==> src/sv/positional_ordered_list_assert.svh <==
// Assertion macros for the positional ordered list RTL.
`ifndef POSITIONAL_ORDERED_LIST_ASSERT_SVH
`define POSITIONAL_ORDERED_LIST_ASSERT_SVH

// Same-cycle implication, checked out of reset.
`define POL_ASSERT_IMP(lbl, clk, rst_n, ante, cons) \
    lbl: assert property (@(posedge clk) disable iff (!rst_n) (ante) |-> (cons)) \
        else $error("positional_ordered_list: implication check failed");

// Next-cycle implication, checked out of reset.
`define POL_ASSERT_NXT(lbl, clk, rst_n, ante, cons) \
    lbl: assert property (@(posedge clk) disable iff (!rst_n) (ante) |=> (cons)) \
        else $error("positional_ordered_list: next-cycle check failed");

`endif

==> src/sv/pol_pkg.sv <==
// Package: sizes, request codes and shared types of the positional ordered list.
`timescale 1ns / 1ps
package pol_pkg;

    localparam int MAX_ENTRIES = 64;
    localparam int IDX_W       = (MAX_ENTRIES > 2) ? $clog2(MAX_ENTRIES) : 1;
    localparam int CNT_W       = $clog2(MAX_ENTRIES + 1);
    localparam int VAL_W       = 32;
    localparam int POS_W       = 8;
    localparam int KIND_W      = 2;
    localparam int COUNT_OUT_W = 7;
    // compare width that holds any position and any count
    localparam int CMP_W       = 10;

    // cells are searched in groups of eight
    localparam int GRP_SIZE = 8;
    localparam int GRP_W    = 3;
    localparam int NGRP     = (MAX_ENTRIES + GRP_SIZE - 1) / GRP_SIZE;
    localparam int GI_W     = (NGRP > 1) ? $clog2(NGRP) : 1;

    localparam logic [KIND_W-1:0] KIND_INSERT = 2'd0;
    localparam logic [KIND_W-1:0] KIND_DELETE = 2'd1;
    localparam logic [KIND_W-1:0] KIND_FIND   = 2'd2;
    localparam logic [KIND_W-1:0] KIND_READ   = 2'd3;

    // shift command broadcast to every cell
    typedef struct packed {
        logic             ins;
        logic             del;
        logic [IDX_W-1:0] at;
        logic [VAL_W-1:0] value;
    } t_cell_ctl;

    // registered result of one search group
    typedef struct packed {
        logic             hit;
        logic [GRP_W-1:0] idx;
        logic [VAL_W-1:0] rval;
    } t_grp_res;

endpackage

==> src/sv/pol_grp.sv <==
// Search group: first match and positional read over eight cells, registered.
`timescale 1ns / 1ps
module pol_grp (
    input  logic                                     i_clk,
    input  logic                                     i_en,
    input  logic [pol_pkg::GRP_SIZE-1:0][pol_pkg::VAL_W-1:0] i_vals,
    input  logic [pol_pkg::GI_W-1:0]                 i_base,
    input  logic [pol_pkg::CNT_W-1:0]                i_count,
    input  logic [pol_pkg::VAL_W-1:0]                i_value,
    input  logic [pol_pkg::GRP_W-1:0]                i_sel,
    output pol_pkg::t_grp_res                        o_res
);

    pol_pkg::t_grp_res r_res;
    pol_pkg::t_grp_res n_res;

    // lowest occupied cell that matches wins
    always_comb begin
        logic [pol_pkg::GI_W+pol_pkg::GRP_W-1:0] cell_idx;
        n_res = '0;
        cell_idx = '0;
        for (int j = pol_pkg::GRP_SIZE - 1; j >= 0; j--) begin
            cell_idx = {i_base, pol_pkg::GRP_W'(j)};
            if ((pol_pkg::CMP_W'(cell_idx) < pol_pkg::CMP_W'(i_count))
                && (i_vals[j] == i_value)) begin
                n_res.hit = 1'b1;
                n_res.idx = pol_pkg::GRP_W'(j);
            end
        end
        n_res.rval = i_vals[i_sel];
    end

    always_ff @(posedge i_clk) begin
        if (i_en) begin
            r_res <= n_res;
        end
    end

    assign o_res = r_res;

endmodule
==> config.mk <==
export PLATFORM = sky130hd
export DESIGN_NAME = pol_grp
export DESIGN_NICKNAME = d
export VERILOG_FILES = /design/src/sv/positional_ordered_list_assert.svh /design/src/sv/pol_pkg.sv /design/src/sv/pol_grp.sv
export SDC_FILE = /design/constraint.sdc
export NUM_CORES = 1
export LEC_CHECK = 0
export ABC_AREA = 1
export BUFFER_PORTS_ARGS = -buffer_cell sky130_fd_sc_hd__clkbuf_2
export CAP_MARGIN = 10
export CORE_AREA = 2 2 143 179
export CTS_CLUSTER_DIAMETER = 80
export CTS_CLUSTER_SIZE = 14
export DETAILED_ROUTE_END_ITERATION = 10
export DIE_AREA = 0 0 145 181
export PLACE_DENSITY_LB_ADDON = 0.3
export RECOVER_POWER = 50
export SYNTH_ARGS = -nofsm -noshare
export SYNTH_HDL_FRONTEND = slang
export SYNTH_SLANG_ARGS = --single-unit
==> constraint.sdc <==
create_clock -name i_clk -period 3.9 [get_ports i_clk]
set_clock_uncertainty 0.1 [all_clocks]
set_input_delay 0.78 -clock i_clk [delete_from_list [all_inputs] [get_ports i_clk]]
set_output_delay 0.78 -clock i_clk [all_outputs]
set_load 0.02 [all_outputs]
**Yosys cells after proc, flatten, opt, wreduce, memory -nomap -nowiden**

Index checks and enable logic that the tools add are counted.

- Input port bits: 303
- Bits in registers: 36
- Output and inout bits: 36
- Word-level logic and storage cells: 42

- Magnitude comparators: 9
- Reductions and logical operators: 11
- Mux-type cells: 9
- Equal/unequal tests: 8

Operators by type and width:

| operator | number |
|---|---|
| $eq 32x32->1 | 8 |
| $bmux 32 s3 | 1 |
| $lt 6x7->1 | 8 |
| $mux 32 | 1 |
| $mux 3 | 3 |
| $logic_and 1x1->1 | 8 |
| $reduce_or 7->1 | 1 |
| $lt 3x4->1 const B | 1 |
| $mux 2 | 2 |
| $mux 4 | 1 |
| $reduce_or 4->1 | 1 |
| $reduce_or 2->1 | 1 |
| $mux 1 | 1 |

**Longest topological paths before layout**

Gate-level depths: netlist (run 1).

- Word-level depth: 9
- Depth in mapped cells: 15
- Depth with buffers taken out: 15

**Least setup slack after synthesis (run 1)**

No wires, ideal clock.

- Path type: input-to-reg
- Start: input port i_count[4] (netlist name)
- End: register r_res (netlist bit o_res[33]), data pin
- Buffers on the path: 0
- Required time: 3.546 ns
- Setup time: 0.254 ns
- Stages: 10
- Slack: 1.502 ns
- Arrival: 2.043 ns
- Cells stage by stage: inv_1 > ha_1 > nand2_1 > nand2_1 > a21oi_4 > inv_2 > nor3_2 > nand4_2 > nor2b_2 > o21a_1

- Longest elaborated chain between the ends: 8
- Elaborated cells between the ends (all ways): 23
- Those cells by class: order compare: 8; mux: 6; reduce/logical: 9

RTL lines:

| element | RTL line | RTL |
|---|---|---|
| from (decl) | pol_grp.sv:8 | `input logic [pol_pkg::CNT_W-1:0] i_count,` |
| $lt 6x7->1 | pol_grp.sv:24 | `if ((pol_pkg::CMP_W'(cell_idx) < pol_pkg::CMP_W'(i_count))` |
| $logic_and 1x1->1 | pol_grp.sv:25 | `&& (i_vals[j] == i_value)) begin` |
| $mux 4 | pol_grp.sv:24 |  |
| $mux 3 (3 in series) | pol_grp.sv:24 |  |
| $mux 2 (2 in series) | pol_grp.sv:24 |  |
| to (signal assigned) | pol_grp.sv:35 | `r_res <= n_res;` |
| to (decl) | pol_grp.sv:14 | `pol_pkg::t_grp_res r_res;` |

Parallel ways exist; a longest one is shown, timed or not.
A chain may end at the register's enable or synchronous reset.

**Final worst setup path (run 1)**

- Start: input port i_en
- End: register r_res (netlist bit o_res[9]), enable pin

RTL lines:

| element | RTL line | RTL |
|---|---|---|
| from (decl) | pol_grp.sv:5 | `input logic i_en,` |

No word-level cell between the ends.

==> results of run 1 <==
[power breakdown]
part	switching [mW]	total (mW)	internal [mW]
sequential	0.0134	0.489	0.475
clock	0.207	0.438	0.231
combinational	0.622	1.00	0.379
[final cells by class]
type                    instances  share of cell area (%)
clock buffers                   5                    1.38
clock inverters                 2                  0.0830
inverters                     104                    4.58
multi-input cells             949                    58.0
flip-flops and latches         36                    12.0
well taps                     330                    4.57
repair buffers                348                    19.4
[stage by stage]
stage	setup slack (ns)	util, %
floorplan	1.50	-
global placement	1.03	36.6
detailed placement	1.03	36.6
CTS	1.35	37.2
global route	1.00	37.0
finish	1.07	37.0
[how the worst min path moves through the flow]
stage                start             endpoint  slack, ns
2_1_floorplan         i_en   o_res[0]$_DFFE_PP_       0.79
3_3_place_gp   i_vals[181]  o_res[21]$_DFFE_PP_       1.12
3_5_place_dp   i_vals[175]  o_res[15]$_DFFE_PP_       1.12
4_1_cts         i_vals[41]   o_res[9]$_DFFE_PP_       0.80
5_1_grt        i_vals[106]  o_res[10]$_DFFE_PP_       0.84
6_report        i_vals[41]   o_res[9]$_DFFE_PP_       0.81
[cells in the final DEF (no fill, tap or decap), types with 24 or more instances in the layout]
cell type  netlist  routed
a21oi_1         38      38
a31oi_1         32      32
clkbuf_1        31      30
clkbuf_2         0     307
edfxtp_1        36      36
inv_1           78      78
nand2_1        215     215
nand3_1         28      28
nand4_1         24      24
nor2_1         193     193
o21ai_0        117     117
o22ai_1         26      26
xnor2_1        136     136
xor2_1          55      55
[routing by layer]
metal | GRT usage (%) | vias up | part of all wire (%)
met5 | 0 | - | 0.045
met4 | 9.82 | 2 | 3.9
met3 | 3.96 | 66 | 6.8
met2 | 47.4 | 423 | 50
met1 | 30.9 | 4022 | 39
li1 | - | 4355 | -
[cell families after synthesis]
kind of cell             Yosys count  share of synthesized area, %
AND/OR/NAND/NOR                  508                          29.8
AO/OA/AOI/OAI                    246                          18.7
XOR/XNOR                         191                          23.0
buffers and inverters            182                          12.9
flip-flops                        36                          14.9
adder cells (fa/ha/maj)            4                         0.690
==> results.toml, run 1 <==
[global_route]
grt-ovfl-total = 0
grt_pass1_vias = 8780
track_usage_pct = 26.1
antenna_found_initial = 1
grt_max_degree = 73
grt_pass1_wl_um = 52000

[worst_setup_path]
critPathMaxFanout = 26
cp.arrival_ns = 2.73
critPathCaptureType = "flop"
crit_end = "o_res[9]$_DFFE_PP_"
crit_chain = "clkbuf_1 > buf_4"
critPathSlowestCell = "clkbuf_1"
path_class = "input pin to flop"
crit_cells = 2
cp-start-kind = "input pin"
crit_start = "i_en"
cp_num_buf_inv = 2
cp_data_required_time_ns = 3.80
critical-path-top-delay-family = "buffers and inverters"
cp_slowest_stage_delay_ns = 1.48

[synth]
synth_edf_count = 36
async_reset_ff_share_pct = 0
synth_most_common_cell = "nand2_1"
syn_nets = 1474
syn_area_um2 = 7260
ys.flop_type = "edfxtp_1"
synth_area_leader_cell = "xnor2_1"
yosysSeqAreaShare_pct = 14.9
syn_area_per_cell_um2 = 6.22
yosys_warnings = 0
synth_area_leaders = "xnor2_1 (16%), edfxtp_1 (15%), nand2_1 (11%), nor2_1 (10%), o21ai_0 (8.1%)"
yosysUniqueCellTypes = 40
synthCells = 1167
synth_top_cells_by_count = "nand2_1 (215), nor2_1 (193), xnor2_1 (136)"
ys_ff_latch = 36
synth_top_area_share_pct = 16.4

[run]
cap_violations = 1

[status]
violations = "max-capacitance violations, max-slew violations"
status = "complete, but fails checks"

[clock_network]
root_buffer = "clkbuf_16"
htree_num_levels = 2
cts_sinks = 36
cts_buffers = 5
cts_tree = "yes"
cts_setup_buffers = 0
cts_resized = 0
clk_path_buf_depth = 2
path_clk_slew_ns = 0.07
ctsHoldBuffers = 0

[sta]
maxSlewHeadroom_pct = -41.6
hold_viol_final = 0
min_period_over_period_pct = 72.6
worstMarginPinSlew_ns = 2.12
setup_viol = 0
post-route-min-period_ns = 2.83
finalSetupTns_ns = 0
finalMaxSlewViolations = 27
rsz0062_at_grt = "no"
fmax_ghz = 0.353
hold-worst-slack_ns = 0.805

[routing]
postRouteAntennaNets = 0
totalWireLength_um = 35200
drt_pre_antenna_iters = 5
drc = 0
via_per_inst = 5.00
first_iter_violations = 580
routedWlPerCell_um = 19.9
dr_total_vias = 8868

[floorplan]
fp.dieW_um = 145
rows = 64
die_height_um = 181
ios = 339
die_area_um2 = 26200
core_um2 = 24400
start_util_pct = 29.7

[hold_path]
hold_depth = 3
hold_path_class = "input pin to flop"

[finish]
multiInputGateArea_um2 = 5240
stdcell_area_um2 = 9040
syn2layout_area_growth_pct = 24.5
drive_gt1_share_pct = 25.7
seqCellArea_um2 = 1080
diodes = 0
nets = 1751
fin_cells = 1774
nFillCells = 2749
largest_reg_flops = 36

[power]
vdd_drop_max_uv = 147
p_leak_nw = 4.20
powerDensity_nw_per_um2 = 213
p_total_mw = 1.93

[place]
gp_congestion = 0.902
numPortBuffers = 338
place_inst = 1767
dp_hpwl_um = 29100
place_area_um2 = 8940
No activity file was read; power rests on OpenSTA's default activity.
==> run 2, diff against run 1 <==
==> constraint.sdc (replaced) <==
create_clock -name i_clk -period 2.9 [get_ports i_clk]
set_clock_uncertainty 0.1 [all_clocks]
set_input_delay 0.58 -clock i_clk [delete_from_list [all_inputs] [get_ports i_clk]]
set_output_delay 0.58 -clock i_clk [all_outputs]
set_load 0.02 [all_outputs]
==> run 2 against run 1 <==
Effect of this change:
- wire length is 0.89% lower
- the run still ends with max-capacitance violations, max-slew violations left
- first-iteration DRC count is 8.8% lower
- non-clock buffer count is 3 higher
==> results.toml, run 2 (synthesis gave the netlist of run 1 again) <==
[finish]
syn2layout_area_growth_pct = 25.4
final_cell_mix = "clkbuf_2 (303), nand2_1 (215), nor2_1 (193)"
stdcell_area_um2 = 9100
nFillCells = 2775
final_common_cell = "clkbuf_2"
nets = 1754
seqCellArea_um2 = 1080
drive_gt1_share_pct = 25.7
final_util_pct = 37.3
largest_reg_flops = 36
multiInputGateArea_um2 = 5240

[routing]
dr_total_vias = 8752
postRouteAntennaNets = 0
drt_pre_antenna_iters = 5
routedWlPerCell_um = 19.6
totalWireLength_um = 34900
drc = 0
via_per_inst = 4.92
first_iter_violations = 529

[clock_network]
cts_resized = 0
cts_tree = "yes"
cts_buffers = 5
root_buffer = "clkbuf_16"
path_clk_slew_ns = 0.07
clk_path_buf_depth = 2
ctsHoldBuffers = 0
cts_sinks = 36
htree_num_levels = 2
cts_setup_buffers = 0

[power]
p_total_mw = 2.61
powerDensity_nw_per_um2 = 287
p_comb_share_pct = 51.7
p_switching_mw = 1.14
p_seq_share_pct = 25.1
p_int_mw = 1.47
p_leak_nw = 4.22
power.share.clock_pct = 23.2
vdd_drop_max_uv = 184
p_sw_share_pct = 43.6

[global_route]
antenna_found_initial = 2
grt_pass1_wl_um = 51400
track_usage_pct = 25.6
grt_max_degree = 76
grt-ovfl-total = 0
grt_pass1_vias = 8581

[sta]
fmax_ghz = 0.439
hold_viol_final = 0
post-route-min-period_ns = 2.28
worstMarginPinSlew_ns = 1.67
min_period_over_period_pct = 78.5
finalMaxSlewViolations = 23
finalSetupTns_ns = 0
rsz0062_at_grt = "no"
hold-worst-slack_ns = 0.608
setup_viol = 0
maxSlewHeadroom_pct = -11.5

[place]
numPortBuffers = 338
gp_congestion = 0.878
dp_hpwl_um = 28700
place_area_um2 = 9000

[worst_setup_path]
cp_data_required_time_ns = 2.86
critPathCaptureType = "flop"
cp.arrival_ns = 2.23
crit_start = "i_count[4]"
path_class = "input pin to flop"
critPathMaxFanout = 5
crit_end = "o_res[33]$_SDFFCE_PP0P_"
cp-start-kind = "input pin"

[floorplan]
fp.dieW_um = 145
start_util_pct = 29.7
die_height_um = 181
ios = 339
die_area_um2 = 26200
core_um2 = 24400
rows = 64

[hold_path]
hold_path_class = "input pin to flop"

[run]
cap_violations = 1

[status]
violations = "max-capacitance violations, max-slew violations"
status = "complete, but fails checks"
[run 2: area by class of cell]
type	count	area share [%]
Antenna cell	1	0.0275
Clock buffer	5	1.37
Clock inverter	3	0.151
Inverter	104	4.55
Multi-Input combinational cell	949	57.6
Sequential cell	36	11.9
Tap cell	330	4.54
Timing Repair Buffer	351	19.9
[run 2: worst min-delay path by stage]
stage	startpoint	end	slack (ns)	depth (start not counted)
floorplan	i_en	o_res[0]$_DFFE_PP_	0.59	0
global placement	i_vals[106]	o_res[10]$_DFFE_PP_	0.91	3
CTS	i_vals[161]	o_res[1]$_DFFE_PP_	0.60	3
finish	i_vals[161]	o_res[1]$_DFFE_PP_	0.61	3
global route	i_vals[235]	o_res[11]$_DFFE_PP_	0.63	3
detailed placement	i_vals[161]	o_res[1]$_DFFE_PP_	0.92	3
[run 2: layer usage]
| layer | global-route usage (%) | up-vias | part of all wire [%] | routed length (um) |
|---|---|---|---|---|
| met5 | 0 | - | 0.037 | 13 |
| met4 | 7.56 | 2 | 2.8 | 975 |
| met3 | 3.91 | 49 | 7.2 | 2520 |
| met2 | 47.4 | 389 | 51 | 17800 |
| met1 | 30.4 | 3949 | 39 | 13700 |
| li1 | - | 4363 | - | - |
[run 2: power by group through the flow]
stage	Clock [mW]	Combinational [mW]	Sequential, mW
floorplan	0	0.728	0.734
global placement	0	1.36	0.668
detailed placement	0	1.36	0.667
CTS	0.609	1.37	0.656
global route	0.623	1.47	0.660
finish	0.605	1.35	0.656
[run 2: worst max-delay path, stage by stage]
cell      delay (ns)
clkbuf_2        0.07
inv_1           0.03
ha_1            0.31
nand2_1         0.08
nand2_1         0.08
a21oi_4         0.24
nand4_1         0.16
nor2_1          0.24
nand3_2         0.13
nand3_1         0.09
nand2_1         0.05
o21a_1          0.17
[run 2: per-stage QoR]
stage          setup WS [ns]  instances
6_report               0.624       1779
5_1_grt                0.476       1779
4_1_cts                0.599       1778
3_5_place_dp           0.286       1770
3_3_place_gp           0.300       1770
2_1_floorplan          0.702       1167
