===== config.mk =====
export PLATFORM = sky130hd
export DESIGN_NAME = pol_cell
export DESIGN_NICKNAME = d
export VERILOG_FILES = /design/src/sv/positional_ordered_list_assert.svh /design/src/sv/pol_pkg.sv /design/src/sv/pol_cell.sv
export SDC_FILE = /design/constraint.sdc
export NUM_CORES = 1
export LEC_CHECK = 0
export ABC_AREA = 1
export BUFFER_PORTS_ARGS = -buffer_cell sky130_fd_sc_hd__buf_4
export CAP_MARGIN = 40
export CORE_MARGIN = 2
export CORE_UTILIZATION = 35
export DETAILED_ROUTE_END_ITERATION = 10
export GPL_TIMING_DRIVEN = 0
export MAX_ROUTING_LAYER = met4
export PLACE_DENSITY_LB_ADDON = 0.05
export SLEW_MARGIN = 10
export SYNTH_ARGS = -nofsm -noshare
export SYNTH_HDL_FRONTEND = slang
export SYNTH_SLANG_ARGS = --single-unit

===== constraint.sdc =====
create_clock -name i_clk -period 3.5 [get_ports i_clk]
set_input_delay 0 -clock i_clk [delete_from_list [all_inputs] [get_ports i_clk]]
set_output_delay 0 -clock i_clk [all_outputs]
set_load 0.1 [all_outputs]

===== src/sv/positional_ordered_list_assert.svh =====
// Assertion macros for the positional ordered list RTL.
`ifndef POSITIONAL_ORDERED_LIST_ASSERT_SVH
`define POSITIONAL_ORDERED_LIST_ASSERT_SVH

// Same-cycle implication, checked out of reset.
`define POL_ASSERT_IMP(lbl, clk, rst_n, ante, cons) \
    lbl: assert property (@(posedge clk) disable iff (!rst_n) (ante) |-> (cons)) \
        else $error("positional_ordered_list: implication check failed");

// Next-cycle implication, checked out of reset.
`define POL_ASSERT_NXT(lbl, clk, rst_n, ante, cons) \
    lbl: assert property (@(posedge clk) disable iff (!rst_n) (ante) |=> (cons)) \
        else $error("positional_ordered_list: next-cycle check failed");

`endif


===== src/sv/pol_pkg.sv =====
// Package: sizes, request codes and shared types of the positional ordered list.
`timescale 1ns / 1ps
package pol_pkg;

    localparam int MAX_ENTRIES = 64;
    localparam int IDX_W       = (MAX_ENTRIES > 2) ? $clog2(MAX_ENTRIES) : 1;
    localparam int CNT_W       = $clog2(MAX_ENTRIES + 1);
    localparam int VAL_W       = 32;
    localparam int POS_W       = 8;
    localparam int KIND_W      = 2;
    localparam int COUNT_OUT_W = 7;
    // compare width that holds any position and any count
    localparam int CMP_W       = 10;

    // cells are searched in groups of eight
    localparam int GRP_SIZE = 8;
    localparam int GRP_W    = 3;
    localparam int NGRP     = (MAX_ENTRIES + GRP_SIZE - 1) / GRP_SIZE;
    localparam int GI_W     = (NGRP > 1) ? $clog2(NGRP) : 1;

    localparam logic [KIND_W-1:0] KIND_INSERT = 2'd0;
    localparam logic [KIND_W-1:0] KIND_DELETE = 2'd1;
    localparam logic [KIND_W-1:0] KIND_FIND   = 2'd2;
    localparam logic [KIND_W-1:0] KIND_READ   = 2'd3;

    // shift command broadcast to every cell
    typedef struct packed {
        logic             ins;
        logic             del;
        logic [IDX_W-1:0] at;
        logic [VAL_W-1:0] value;
    } t_cell_ctl;

    // registered result of one search group
    typedef struct packed {
        logic             hit;
        logic [GRP_W-1:0] idx;
        logic [VAL_W-1:0] rval;
    } t_grp_res;

endpackage


===== src/sv/pol_cell.sv =====
// One list cell: holds an entry and shifts toward head or tail on command.
`timescale 1ns / 1ps
module pol_cell (
    input  logic                          i_clk,
    input  pol_pkg::t_cell_ctl            i_ctl,
    input  logic [pol_pkg::IDX_W-1:0]     i_idx,
    input  logic [pol_pkg::VAL_W-1:0]     i_left,
    input  logic [pol_pkg::VAL_W-1:0]     i_right,
    output logic [pol_pkg::VAL_W-1:0]     o_value
);

    logic [pol_pkg::VAL_W-1:0] r_value;
    logic [pol_pkg::VAL_W-1:0] n_value;

    // insert pulls from the head side, delete pulls from the tail side
    always_comb begin
        n_value = r_value;
        if (i_ctl.ins) begin
            if (i_idx > i_ctl.at) begin
                n_value = i_left;
            end else if (i_idx == i_ctl.at) begin
                n_value = i_ctl.value;
            end
        end else if (i_ctl.del && (i_idx >= i_ctl.at)) begin
            n_value = i_right;
        end
    end

    always_ff @(posedge i_clk) begin
        r_value <= n_value;
    end

    assign o_value = r_value;

endmodule


# Word level (Yosys, flattened, before mapping)
# Cells that the tools add are included.
[op_classes] n_mux=4 add_sub_neg=0 n_div=0 multipliers=0 n_shift=0 n_bitwise=0 eq_ne=2 reduce_logical=3 magnitude_cmp=2
[ops] operator="$mux W32" n=4
[ops] operator="$eq A6 B6 Y1" n=1
[ops] operator="$ge A6 B6 Y1" n=1
[ops] operator="$gt A6 B6 Y1" n=1
[ops] operator="$ne A3 B1 Y1 const B" n=1
[ops] operator="$reduce_and A2 Y1" n=1
[ops] operator="$reduce_bool A2 Y1" n=1
[ops] operator="$logic_and A1 B1 Y1" n=1
[totals] output_inout_bits=32 latchBits=0 rom_bits=0 wordCells=12 ram_bits=0 inputBits=111 reg_bits=32 memories=0

# Depth between registers and ports, before layout
# Gate-level depths: netlist of run 1.
[logic_depth] ltp_word=4 mapped_depth=12 mapped_depth_nobuf=11

# Worst setup path before layout of run 1
# OpenSTA, ideal clock, no wires.
[synth_timing] path_type="input to register" startpoint="input port i_ctl[37] (netlist bit)" endpoint="register r_value, in the netlist o_value[0], enable pin" required_ns=3.113 path_slack_ns=1.515 arrival_ns=1.599 path_buffers=1 setup_time_ns=0.387 path_stages=9 path_cell_list="inv_1 -> ha_1 -> nand2_2 -> nor2_4 -> nand3_4 -> buf_2 -> nand4_1 -> o21ai_0 -> inv_1"
[synth_between] elab_chain_len=4 word_cells_on_any_way=7 cone_classes="2 x order compare; 2 x eq/ne; 3 x reduce/logical"
[synth_lines] element="start: declaration" line="pol_cell.sv:5" rtl="input pol_pkg::t_cell_ctl i_ctl,"
[synth_lines] element="$ge A6 B6 Y1" line="pol_cell.sv:24" rtl="end else if (i_ctl.del && (i_idx >= i_ctl.at)) begin"
[synth_lines] element="$logic_and A1 B1 Y1" line="pol_cell.sv:24"
[synth_lines] element="$reduce_bool A2 Y1 (no line)"
[synth_lines] element="$reduce_and A2 Y1 (no line) *"
[synth_lines] element="end signal: assignment" line="pol_cell.sv:30" rtl="r_value <= n_value;"
[synth_lines] element="end: declaration" line="pol_cell.sv:12" rtl="logic [pol_pkg::VAL_W-1:0] r_value;"
# Mark *: on every way between the ends. The rest lies on a longest branch, timed or not.
# A chain may end at the register's enable or synchronous reset.

# Worst setup path in the final report of run 1
[layout_timing] startpoint="input port i_idx[5] (netlist bit)" endpoint="register r_value, in the netlist o_value[5], enable pin"
[layout_between] elab_chain_len=4 word_cells_on_any_way=7 cone_classes="2 x order compare; 2 x eq/ne; 3 x reduce/logical"
[layout_lines] element="start: declaration" line="pol_cell.sv:6" rtl="input logic [pol_pkg::IDX_W-1:0] i_idx,"
[layout_lines] element="$ge A6 B6 Y1" line="pol_cell.sv:24"
[layout_lines] element="$logic_and A1 B1 Y1" line="pol_cell.sv:24"
[layout_lines] element="$reduce_bool A2 Y1 (no line)"
[layout_lines] element="$reduce_and A2 Y1 (no line) *"
# Marked as above.

==> qor.yml, run 1 <==
place:
  placed_area_mm2: 0.003362
  globalplace.congestion: 0.7404
  port_buffers: 141
  place_hpwl_um: 4748
power_and_ir_drop:
  combPwrFrac_pct: 49.9
  p_clk_share_pct: 20.5
  cellLeakagePower_nw: 2.110
  netSwitchingFraction_pct: 45.48
  internal_power_uw: 956.8
  seqPwrFrac_pct: 29.6
  p_switching_uw: 798.1
  vdd_drop_max_uv: 284.7
  finalPower_mw: 1.755
  cellPowerDensity_mw_per_mm2: 465.0
die:
  start_util_pct: 36.67
  io_pins: 143
  die_h_um: 83.46
  die_x_um: 83.46
  die-area_mm2: 0.006965
  core-area_mm2: 0.006026
  num_rows: 28
critical_path:
  arrival_ns: 1.72
  worstPathRequired_ns: 3.41
  crit_fanout: 32
  start_kind: "primary input"
  cp-end-kind: "flop"
  criticalPathCategory: "primary input to flop"
timing:
  fmax_mhz: 553.2
  slew_headroom_pct: 51.53
  hold_viol: 0
  hold_ws_ns: 0.001472
  tightest_slew_ns: 0.7260
  post-route-period-util_pct: 51.65
  setup_viol: 0
  rsz0062_at_grt: "no"
  slew_viol_final: 0
  period_minus_slack_ns: 1.808
  fin_setup_tns_ns: 0
clock_network:
  cts_tree: "done"
  root_buffer: "clkbuf_8"
  clk_path_buf_depth: 2
  clk_pin_slew_worst_paths_ns: 0.08
  cts_made_buffers: 5
  ctsResizeCount: 0
  cts.sinks: 32
  ctsHtreeMaxLevel: 2
final_layout:
  diodes: 0
  syn_to_final_growth_pct: 70.78
  final_cell_area_mm2: 0.003774
  drive_gt1_share_pct: 34.30
  nNetsFinal: 600
  largest_reg_flops: 32
route:
  routed_via_density: 4.449
  drtPass1Iterations: 4
  vias: 2487
  ant_nets: 0
  wire_per_inst_um: 11.89
  drt-initial-drc-count: 67
  route.detailed.drc: 0
  wl_um: 6648
global_routing:
  track_usage_pct: 19.40
  grt_pass1_wl_um: 10900
  first_global_vias: 2449
  overflow: 0
  antenna_found_initial: 0
  grt_max_degree: 33
hold_path:
  hold_class: "primary input to flop"
  min_to: "o_value[10]"
  hold_depth: 3
  hold_start: "i_right[10]"
outcome:
  status: "complete, no violations"
logic_synthesis:
  synth_seq_cells: 32
  yosysTopAreaCell: "edfxtp_1"
  syn_area_mm2: 0.002210
  syn_nets: 422
  synth.distinct_cells: 17
  synthCells: 305
  yosysTopAreaCellShare_pct: 43.49
  synth.area.top_cells: "edfxtp_1 43%, nand2_1 17%, nand3_1 14%, inv_1 13%, ha_1 3.4%"
  ys_seq_area_share_pct: 43.49
  ys_warn_count: 0
  syn-mean-instance-area_um2: 7.245
flow_run:
  drv_cap: 0
layout by cell type, fill, tap and decap left out:
cell type / n
buf_4: 142
nand2_1: 102
inv_1: 75
nand3_1: 64
edfxtp_1: 32
dlygate4sd3_1: 30
clkbuf_1: 6
ha_1: 6
clkbuf_8: 5
buf_2: 4
buf_6: 3
nand2_2: 2
nand3_4: 2
clkbuf_4: 2
nor2_4: 1
a21oi_1: 1
nand2_4: 1
nand4_1: 1
o21ai_0: 1
inv_2: 1
clkinvlp_4: 1
bufinv_16: 1
clkinv_2: 1
worst max-delay path, cell delays in order:
cell and delay (ns):
buf_4 0.11, ha_1 0.29, nand2_2 0.08, nor2_4 0.14, nand3_4 0.13, buf_2 0.22, nand4_1 0.08, o21ai_0 0.10
inv_2 0.55
through the flow:
step / utilization (%) / cells / setup slack, ns
2_1_floorplan: - / 305 / 1.515
3_3_place_gp: 55.79 / 521 / 0.9644
3_5_place_dp: 55.79 / 521 / 1.359
4_1_cts: 62.46 / 558 / 1.663
5_1_grt: 62.62 / 559 / 1.543
6_report: 62.62 / 559 / 1.692
how the worst max path moves through the flow:
stage | from | endpoint | slack (ns) | cells after the start
2_1_floorplan | i_ctl[37] | o_value[0] | 1.51 | 9
3_3_place_gp | i_idx[5] | o_value[13] | 0.96 | 9
3_5_place_dp | i_idx[5] | o_value[19] | 1.36 | 9
4_1_cts | i_idx[5] | o_value[2] | 1.66 | 9
5_1_grt | i_ctl[37] | o_value[0] | 1.54 | 10
6_report | i_idx[5] | o_value[5] | 1.69 | 9
layout make-up:
class	instances	area (um^2)
Sequential cell	32	960.9
Clock buffer	5	68.82
Timing Repair Buffer	171	1359
Tap cell	75	93.84
Inverter	76	285.3
Multi-Input combinational cell	181	864.6
Fill cell	571	2252
Buffer	16	98.84
Clock inverter	3	42.54
cell families after synthesis:
family                   Yosys count  synth area share (%)
AND/OR/NAND/NOR                  173                 35.28
adder cells (fa/ha/maj)            6                 3.397
flip-flops                        32                 43.49
buffers and inverters             92                 17.38
AO/OA/AOI/OAI                      2                0.4526
synthesized netlist by cell type, drive strengths merged:
master / count
nand2: 105
inv: 76
nand3: 66
edfxtp: 32
buf: 8
clkbuf: 8
ha: 6
a21oi: 1
nand4: 1
nor2: 1
o21ai: 1
power groups by stage:
stage	Combinational (mW)	Sequential, mW	Clock [mW]
floorplan	0.163	0.985	0
finish	0.875	0.519	0.360
detailed placement	0.851	0.528	0
global placement	0.845	0.526	0
global route	0.919	0.527	0.386
CTS	0.878	0.519	0.369
repair_timing:
item | 4_1_cts | 5_1_grt
setup buffers | 0 | 0
hold buffers | 29 | 1
hold endpoints to repair | 29 | 1
metal layers:
metal  vias to the layer above  GRT usage (%)  wire length, um  part of all wire [%]
met5                         -              -                0                     0
met4                         0          3.959               40                  0.60
met3                         5          4.352              465                   7.0
met2                        86          34.38             3416                    51
met1                      1108          22.70             2726                    41
li1                       1288              -                -                     -
No activity file was read; power rests on OpenSTA's default activity.
==> run 2, diff against run 1 <==
Clock period 3.5 ns to 1.75 ns, I/O delays scaled along.
==> run 2 against run 1 <==
Effect of this change:
- hold slack better by 0.0052 ns
- final cell count up 0.36%
- via count down 0.44%
- combinational power up 100%
- worst setup slack worse by 1.5 ns
- sequential share of layout area down 0.084 points
- utilization up 0.21 points
- clock power up 52%
- non-clock buffer count up 1
- critical endpoint is now o_value[21]
- highest routed layer unchanged
==> qor.yml, run 2 (same netlist as run 1, synthesis figures left out) <==
die:
  die_h_um: 83.46
  start_util_pct: 36.67
  core-area_mm2: 0.006026
  num_rows: 28
  io_pins: 143
  die-area_mm2: 0.006965
  die_x_um: 83.46
global_routing:
  overflow: 0
  track_usage_pct: 19.64
  grt_max_degree: 17
  grt_pass1_wl_um: 10840
  antenna_found_initial: 0
  first_global_vias: 2392
flow_run:
  drv_cap: 0
place:
  globalplace.congestion: 0.7374
  placed_area_mm2: 0.003376
  place_hpwl_um: 4660
  port_buffers: 141
final_layout:
  final_common_cell: "buf_4"
  largest_reg_flops: 32
  drive_gt1_share_pct: 34.57
  diodes: 0
  final_cell_area_mm2: 0.003786
  layout_common_cells: "142 x buf_4, 102 x nand2_1, 75 x inv_1"
  nNetsFinal: 602
  syn_to_final_growth_pct: 71.35
critical_path:
  worstPathRequired_ns: 1.67
  cp-startpoint: "i_ctl[37]"
  arrival_ns: 1.51
  max_stage_delay_ns: 0.42
  critical_path.cell_chain: "buf_4 -> inv_1 -> ha_1 -> nand2_2 -> nor2_4 -> nand3_4 -> buf_6 -> nand4_1 -> o21ai_2 -> clkinvlp_4"
  cp_slowest_cell: "clkinvlp_4"
  cp-end-kind: "flop"
  start_kind: "primary input"
  criticalPathCategory: "primary input to flop"
  crit_fanout: 16
route:
  routed_via_density: 4.414
  drt-initial-drc-count: 104
  wl_um: 6702
  drtPass1Iterations: 4
  route.detailed.drc: 0
  wire_per_inst_um: 11.95
  ant_nets: 0
  vias: 2476
hold_path:
  hold_class: "primary input to flop"
  hold_start: "i_right[15]"
  min_to: "o_value[15]"
  hold_depth: 3
power_and_ir_drop:
  cellLeakagePower_nw: 2.109
  vdd_drop_max_uv: 506.7
  finalPower_mw: 3.362
  cellPowerDensity_mw_per_mm2: 887.9
timing:
  slew_headroom_pct: 65.94
  setup_viol: 0
  hold_viol: 0
  slew_viol_final: 0
  tightest_slew_ns: 0.5108
  period_minus_slack_ns: 1.586
  post-route-period-util_pct: 90.62
  fmax_mhz: 630.5
  rsz0062_at_grt: "no"
clock_network:
  root_buffer: "clkbuf_8"
  clk_pin_slew_worst_paths_ns: 0.07
  cts_made_buffers: 5
  cts.sinks: 32
  ctsHtreeMaxLevel: 2
  cts_tree: "done"
  clk_path_buf_depth: 2
outcome:
  status: "complete, no violations"
[run 2: cell count changes in the layout (fill, tap and decap cells not counted), sizes merged]
cell / previous run / this run
buf: 149 / 150
inv: 76 / 75
clkinvlp: 1 / 2
clkinv: 1 / 3
bufinv: 1 / 0
[run 2: critical path, delay by kind of cell]
kind                       cells  cell delay [ns]
AOI/OAI and AO/OA              1             0.15
adders and majority gates      1             0.30
buffers and inverters          4             0.68
and+or+nand+nor                4             0.36
[run 2: how the worst max path moves through the flow]
stage / to / cells after the start / slack, ns
5_1_grt: o_value[1] / 10 / 0.01
3_5_place_dp: o_value[14] / 10 / -0.43
3_3_place_gp: o_value[14] / 10 / -0.43
6_report: o_value[21] / 10 / 0.16
2_1_floorplan: o_value[0] / 9 / 0.02
4_1_cts: o_value[14] / 10 / 0.11
[run 2: final cells by class]
type                       count  area [um^2]
buffer                        16        105.1
timing repair inverter         1        7.507
inverter                      76        289.0
fill                         559         2240
clock buffer                   5        68.82
tap                           75        93.84
timing repair buffer         172         1379
sequential                    32        960.9
multi-input combinational    181        868.3
clock inverter                 3        13.76
[run 2: per-layer routing]
metal,vias to the layer above,part of all wire [%],track usage [%]
met1,1079,43,23.52
met5,-,0,-
met4,0,0.70,4.399
li1,1295,-,-
met2,98,48,33.58
met3,4,7.9,4.946
[run 2: what timing repair did]
action	in CTS	in global routing
cloned	1	0
endpoints found under the setup margin	32	14
pin swaps	0	0
gates resized for setup	1	0
hold buffers	28	2
endpoints found under the hold margin	28	2
setup buffers	0	1
[run 2: report_power, final]
| group | leakage, nW | switching [mW] | internal [mW] |
|---|---|---|---|
| logic | 1.76 | 1.27 | 0.501 |
| registers | 0.301 | 0.0341 | 1.00 |
| clock network | 0.0453 | 0.279 | 0.270 |
| total | 2.11 | 1.59 | 1.78 |
[run 2: metrics by stage]
| stage | utilization [%] | setup slack (ns) | TNS (ns) | hold WS, ns | std cells |
|---|---|---|---|---|---|
| after CTS | 62.17 | 0.1134 | 0 | 0.001824 | 558 |
| final | 62.83 | 0.1641 | 0 | 0.006645 | 561 |
| after floorplan | - | 0.02423 | 0 | 0.1859 | 305 |
| after global placement | 56.02 | -0.4283 | -13.65 | 0.2701 | 521 |
| after detailed placement | 56.02 | -0.4343 | -13.84 | 0.2737 | 521 |
| after global routing | 62.83 | 0.01075 | 0 | 0.01541 | 561 |
